File: src/sv/crl_pkg.sv
// Shared types and constants for the circular ring list engine.
// Used by crl_ctrl, crl_dpath and circular_ring_list_engine_unit; no dependencies.
`default_nettype none

package crl_pkg;

   // Ring sizing
   localparam int CAPACITY   = 256;
   localparam int VALUE_BITS = 32;
   localparam int SLOT_W     = $clog2(CAPACITY);
   localparam int COUNT_W    = $clog2(CAPACITY + 1);

   // Field widths
   localparam int CMD_W    = 3;
   localparam int STEPS_W  = 16;
   localparam int STATUS_W = 2;
   localparam int OUT_W    = 32;
   localparam int BITCNT_W = $clog2(STEPS_W + 1);

   // Command codes
   localparam logic [CMD_W-1:0] CMD_INSERT  = CMD_W'(0);
   localparam logic [CMD_W-1:0] CMD_EXTRACT = CMD_W'(1);
   localparam logic [CMD_W-1:0] CMD_ROTATE  = CMD_W'(2);
   localparam logic [CMD_W-1:0] CMD_SEARCH  = CMD_W'(3);
   localparam logic [CMD_W-1:0] CMD_DELETE  = CMD_W'(4);

   // Status codes
   localparam logic [STATUS_W-1:0] STATUS_OK    = STATUS_W'(0);
   localparam logic [STATUS_W-1:0] STATUS_EMPTY = STATUS_W'(1);
   localparam logic [STATUS_W-1:0] STATUS_FULL  = STATUS_W'(2);

   typedef struct packed {
      logic [CMD_W-1:0]   command;
      logic signed [31:0] value;
      logic [STEPS_W-1:0] steps;
   } req_type;

   typedef struct packed {
      logic [STATUS_W-1:0] status;
      logic signed [31:0]  value_out;
      logic                found;
      logic [COUNT_W-1:0]  count;
   } rsp_type;

   // Datapath micro-operations, one per cycle
   typedef enum logic [3:0] {
      OP_NONE,
      OP_LOAD,
      OP_INS_READ,
      OP_INS_WRITE,
      OP_INS_LINK,
      OP_READ_CUR,
      OP_READ_LINK,
      OP_TAKE,
      OP_FIND_START,
      OP_STEP,
      OP_RESTORE,
      OP_DIV,
      OP_ROT_START,
      OP_ROT_STEP
   } dp_op_type;

   typedef struct packed {
      dp_op_type           op;
      logic                publish;
      logic [STATUS_W-1:0] pub_status;
      logic                pub_found;
   } ctrl_cmd_type;

   typedef struct packed {
      logic [CMD_W-1:0] cmd;
      logic             count_zero;
      logic             count_full;
      logic             match;
      logic             last;
      logic             div_done;
      logic             rem_zero;
      logic             out_free;
   } dp_status_type;

endpackage

`default_nettype wire

File: src/sv/crl_ctrl.sv
// Sequencer for the circular ring list engine: one micro-op per cycle.
// Depends on crl_pkg; drives crl_dpath through ctrl_cmd_type.
`default_nettype none

module crl_ctrl (
   input  wire logic                  clock,
   input  wire logic                  reset,
   input  wire logic                  req_valid,
   output logic                       req_stall,
   input  wire crl_pkg::dp_status_type status,
   output crl_pkg::ctrl_cmd_type      cmd
);

   typedef enum logic [3:0] {
      S_IDLE,
      S_DISPATCH,
      S_INS_WRITE,
      S_INS_LINK,
      S_X_LINK,
      S_TAKE,
      S_F_LINK,
      S_WALK,
      S_DIV,
      S_ROT_WALK,
      S_DONE
   } state_type;

   state_type                       state_ff, state_in;
   logic [crl_pkg::STATUS_W-1:0]    pub_status_ff, pub_status_in;
   logic                            pub_found_ff, pub_found_in;

   always_comb begin
      state_in       = state_ff;
      pub_status_in  = pub_status_ff;
      pub_found_in   = pub_found_ff;
      cmd.op         = crl_pkg::OP_NONE;
      cmd.publish    = 1'b0;
      cmd.pub_status = pub_status_ff;
      cmd.pub_found  = pub_found_ff;
      req_stall      = 1'b1;

      case (state_ff)
         S_IDLE: begin
            req_stall = 1'b0;
            if (req_valid) begin
               cmd.op        = crl_pkg::OP_LOAD;
               pub_status_in = crl_pkg::STATUS_OK;
               pub_found_in  = 1'b0;
               state_in      = S_DISPATCH;
            end
         end
         S_DISPATCH: begin
            case (status.cmd)
               crl_pkg::CMD_INSERT: begin
                  if (status.count_full) begin
                     pub_status_in = crl_pkg::STATUS_FULL;
                     state_in      = S_DONE;
                  end else begin
                     cmd.op   = crl_pkg::OP_INS_READ;
                     state_in = S_INS_WRITE;
                  end
               end
               crl_pkg::CMD_EXTRACT: begin
                  if (status.count_zero) begin
                     pub_status_in = crl_pkg::STATUS_EMPTY;
                     state_in      = S_DONE;
                  end else begin
                     cmd.op   = crl_pkg::OP_READ_CUR;
                     state_in = S_X_LINK;
                  end
               end
               crl_pkg::CMD_ROTATE: begin
                  if (status.count_zero) begin
                     pub_status_in = crl_pkg::STATUS_EMPTY;
                     state_in      = S_DONE;
                  end else begin
                     cmd.op   = crl_pkg::OP_DIV;
                     state_in = S_DIV;
                  end
               end
               crl_pkg::CMD_SEARCH, crl_pkg::CMD_DELETE: begin
                  if (status.count_zero) begin
                     state_in = S_DONE;
                  end else begin
                     cmd.op   = crl_pkg::OP_FIND_START;
                     state_in = S_F_LINK;
                  end
               end
               default: begin
                  state_in = S_DONE;
               end
            endcase
         end
         S_INS_WRITE: begin
            cmd.op   = crl_pkg::OP_INS_WRITE;
            state_in = S_INS_LINK;
         end
         S_INS_LINK: begin
            cmd.op   = crl_pkg::OP_INS_LINK;
            state_in = S_DONE;
         end
         S_X_LINK: begin
            cmd.op   = crl_pkg::OP_READ_LINK;
            state_in = S_TAKE;
         end
         S_TAKE: begin
            cmd.op   = crl_pkg::OP_TAKE;
            state_in = S_DONE;
         end
         S_F_LINK: begin
            cmd.op   = crl_pkg::OP_READ_LINK;
            state_in = S_WALK;
         end
         S_WALK: begin
            if (status.match) begin
               // node after cursor holds the key; delete unlinks it right here
               pub_found_in = 1'b1;
               if (status.cmd == crl_pkg::CMD_DELETE) begin
                  cmd.op = crl_pkg::OP_TAKE;
               end
               state_in = S_DONE;
            end else if (status.last) begin
               cmd.op   = crl_pkg::OP_RESTORE;
               state_in = S_DONE;
            end else begin
               cmd.op = crl_pkg::OP_STEP;
            end
         end
         S_DIV: begin
            if (status.div_done) begin
               if (status.rem_zero) begin
                  state_in = S_DONE;
               end else begin
                  cmd.op   = crl_pkg::OP_ROT_START;
                  state_in = S_ROT_WALK;
               end
            end else begin
               cmd.op = crl_pkg::OP_DIV;
            end
         end
         S_ROT_WALK: begin
            cmd.op = crl_pkg::OP_ROT_STEP;
            if (status.last) begin
               state_in = S_DONE;
            end
         end
         S_DONE: begin
            if (status.out_free) begin
               cmd.publish = 1'b1;
               state_in    = S_IDLE;
            end
         end
         default: begin
            state_in = S_IDLE;
         end
      endcase
   end

   always_ff @(posedge clock) begin
      if (reset) begin
         state_ff      <= S_IDLE;
         pub_status_ff <= crl_pkg::STATUS_OK;
         pub_found_ff  <= 1'b0;
      end else begin
         state_ff      <= state_in;
         pub_status_ff <= pub_status_in;
         pub_found_ff  <= pub_found_in;
      end
   end

   // result only goes out when the output register can take it
   a_publish_free: assert property (@(posedge clock) disable iff (reset)
      cmd.publish |-> status.out_free)
      else $error("result published into a busy output register");

   a_walk_nonempty: assert property (@(posedge clock) disable iff (reset)
      (state_ff == S_WALK) |-> !status.count_zero)
      else $error("search walk on an empty ring");

   a_rot_nonempty: assert property (@(posedge clock) disable iff (reset)
      (state_ff == S_ROT_WALK) |-> (!status.count_zero && !status.rem_zero))
      else $error("rotate walk with nothing to walk");

endmodule

`default_nettype wire

File: config.mk
export PLATFORM = sky130hd
export DESIGN_NAME = crl_ctrl
export DESIGN_NICKNAME = d
export VERILOG_FILES = /design/src/sv/crl_pkg.sv /design/src/sv/crl_ctrl.sv
export SDC_FILE = /design/constraint.sdc
export NUM_CORES = 1
export LEC_CHECK = 0
export BUFFER_PORTS_ARGS = -buffer_cell sky130_fd_sc_hd__buf_2
export CAP_MARGIN = 25
export CORE_ASPECT_RATIO = 0.8
export CORE_UTILIZATION = 35
export CTS_CLUSTER_DIAMETER = 60
export DETAILED_ROUTE_END_ITERATION = 10
export HOLD_SLACK_MARGIN = 0.03
export SETUP_SLACK_MARGIN = 0.05
export SLEW_MARGIN = 10
export SYNTH_ARGS = -nofsm -noshare
export SYNTH_HDL_FRONTEND = slang
export SYNTH_SLANG_ARGS = --single-unit
export TNS_END_PERCENT = 5
File: constraint.sdc
create_clock -name clock -period 1.8 [get_ports clock]
set_input_delay 0.18 -clock clock [delete_from_list [all_inputs] [get_ports clock]]
set_output_delay 0.18 -clock clock [all_outputs]
set_load 0.01 [all_outputs]
==> impl_metrics.json <==
{
  "cts.reportedPaths.clkPinSlew_ns": 0.05,
  "dominantRegCellSynth": "sky130_fd_sc_hd__dfxtp_1",
  "synth_top_cell_by_area": "sky130_fd_sc_hd__dfxtp_1",
  "viasPerCell": 5.87,
  "critPathRequiredTime_ns": 1.62,
  "finalSetupTns_ns": 0,
  "first_global_vias": 815,
  "slew_headroom": 0.747,
  "critical_path_peak_fanout": 9,
  "skew_ns": 0.00114,
  "final_layout_size_suffix_gt1_frac": 0.338,
  "dieArea_sq_mm": 0.00244,
  "tritoncts_buffers": 3,
  "design.portCount": 22,
  "die_w_um": 55.0,
  "grt_util_all_layers": 0.212,
  "routabilityCongestion": 0.947,
  "endpoint_kind": "output port",
  "cts-hold-fix-buffers": 0,
  "final_period_minus_worst_setup_slack_ns": 1.68,
  "totalWireLength_mm": 2.33,
  "grt_start_max_net_pins": 12,
  "layout-area-overhead-vs-synth_pct": 26.1,
  "slowest_delay_ns": 0.43,
  "synthCells": 109,
  "ys_ff_latch": 7,
  "cp_data_arrival_time_ns": 1.50,
  "grt_antenna_before_repair": 0,
  "startpoint_type": "flip-flop",
  "place_hpwl_mm": 1.71,
  "synthArstFlopShare": 0,
  "vias": 921,
  "layout.cells.most_common": "sky130_fd_sc_hd__buf_2",
  "number_of_enable_type_register_cells_in_the_synthesized_netlist": 0,
  "status": "finished clean",
  "p_leak_nw": 0.394,
  "antenna-diode-count": 0,
  "comb_power_share": 0.652,
  "drt.antenna.violating_nets": 0,
  "starting_density_of_the_core": 0.393,
  "cts_tree": "built",
  "hold_viol_final": 0,
  "yosysWarnings": 0,
  "synth_top_area_frac": 0.178,
  "later_pin_clock_latency_in_the_skew_report_ns": 0.25,
  "synthTopCellsByArea": "sky130_fd_sc_hd__dfxtp_1 (18%), sky130_fd_sc_hd__a21oi_1 (5.1%), sky130_fd_sc_hd__nand2_1 (4.3%), sky130_fd_sc_hd__a31oi_1 (4.0%), sky130_fd_sc_hd__buf_2 (3.8%)",
  "clock_tree_root_driver_cell": "sky130_fd_sc_hd__clkbuf_4",
  "yosysUniqueCellTypes": 45,
  "p_clk_frac": 0.111,
  "crit_chain": "nor4b_2, nand2_1, a21oi_1, a211o_1, buf_2",
  "final_min_period_over_clock_period": 0.934,
  "seq_power_share": 0.237,
  "cts_sinks": 7,
  "final_cell_mix": "sky130_fd_sc_hd__buf_2 (21), sky130_fd_sc_hd__nand2_1 (9)",
  "family_with_the_most_delay_on_the_worst_path": "flip-flops",
  "core_box_area_sq_mm": 0.00200,
  "rows": 14,
  "critical_path.n_buffers_inverters": 1,
  "worst_pin_slew_ns": 0.376,
  "drt_first_pass_iters": 4,
  "max_cap_violations": 0,
  "globalRoute.totalOverflow": 0,
  "cts.htree.levels": 1,
  "maxSlewViolCount": 0,
  "syn-mean-instance-area_sq_um": 7.21,
  "grt_pass1_wl_mm": 3.73,
  "power_per_cell_area_mw_per_mm2": 1310,
  "rsz0062_at_grt": "no",
  "fin_nets": 147,
  "vdd_ir_drop_max_v": 0.000738,
  "total_power_mw": 1.30,
  "clock_tree.buffer_depth": 2,
  "drc_errors": 0,
  "fillCellCount": 205,
  "fp.dieH_um": 44.4,
  "syn-cell-area_sq_um": 786,
  "maxClockFrequency_mhz": 595,
  "yosysSeqAreaShare": 0.178,
  "net-switching-power_mw": 0.604,
  "internal_power_mw": 0.698,
  "swShare": 0.464,
  "critPathSlowestCell": "sky130_fd_sc_hd__dfxtp_2",
  "detailedRoute.firstIterationViolations": 41,
  "numPortBuffers": 21,
  "synth_nets": 122,
  "setup.worst_path.class": "flip-flop to output port",
  "hold_path_class": "input port to flip-flop",
  "wl_per_cell_um": 14.8,
  "setup_viol": 0
}
## layout make-up
cell class | count | area [sq um] | area share
flip-flops and latches | 7 | 153 | 0.154
multi-input cells | 85 | 587 | 0.592
clock buffers | 4 | 26.3 | 0.0265
well taps | 24 | 30.0 | 0.0303
repair buffers | 29 | 165 | 0.167
inverters | 8 | 30.0 | 0.0303
## flip-flops by register name, summed over array words and instances, names as in the netlist
register and cells:
pub_status_ff 2, pub_found_ff 1, state_ff 4
## metrics by stage
stage	setup WS, ns	std cells	cell area (sq um)	hold WS, ns	utilization
global route	0.0456	157	991	0.146	0.496
floorplan	0.301	109	786	0.249	-
global placement	0.146	152	928	0.413	0.465
detailed placement	0.161	152	928	0.413	0.465
CTS	0.0749	157	973	0.137	0.487
finish	0.120	157	991	0.140	0.496
## path summary, 6_finish.rpt
check,start,cells after the start,end,slack [ns]
setup / recovery,state_ff[0]$_SDFFE_PP0P_,5,cmd[7],0.12
hold / removal,status[0],2,state_ff[1]$_SDFFE_PP0P_,0.14
setup reg to reg,state_ff[1]$_SDFFE_PP0P_,4,state_ff[0]$_SDFFE_PP0P_,0.28
hold reg to reg,pub_found_ff$_SDFFE_PP0P_,2,pub_found_ff$_SDFFE_PP0P_,0.47
## metal layers
| metal | global-route usage | share of wire | wire length [um] |
|---|---|---|---|
| met1 | 0.328 | 0.55 | 1280 |
| met4 | 0.0450 | 0.0034 | 8 |
| met2 | 0.304 | 0.40 | 942 |
| met5 | 0 | 0 | 0 |
| met3 | 0.0344 | 0.044 | 103 |
## cells in the mapped netlist (all sizes together) (3+ instances only)
| master | number |
|---|---|
| nand2 | 9 |
| a21oi | 8 |
| inv | 8 |
| nor2 | 8 |
| buf | 7 |
| dfxtp | 7 |
| a31oi | 5 |
| nor3 | 4 |
| o21ai | 4 |
| nor2b | 3 |
| nor4 | 3 |
| o211ai | 3 |
| o31ai | 3 |
## power by group through the flow
| stage | registers [mW] | logic, mW | clock network (mW) |
|---|---|---|---|
| final | 0.308 | 0.850 | 0.145 |
| after global routing | 0.317 | 0.936 | 0.158 |
| after CTS | 0.294 | 0.825 | 0.150 |
| after detailed placement | 0.286 | 0.801 | 0 |
| after global placement | 0.286 | 0.810 | 0 |
| after floorplan | 0.253 | 0.565 | 0 |
## repair_timing
action                     4_1_cts  5_1_grt
setup endpoints to repair        4        3
gates resized for setup          5        6
setup buffers                    1        0
## cell families after synthesis
| logic type | share of synthesized area |
|---|---|
| AO/OA/AOI/OAI | 0.330 |
| AND/OR/NAND/NOR | 0.346 |
| flip-flops | 0.178 |
| XOR/XNOR | 0.0111 |
| buffers and inverters | 0.0956 |
| multiplexers | 0.0398 |
Note: power is estimated with default switching activity, not from simulation.
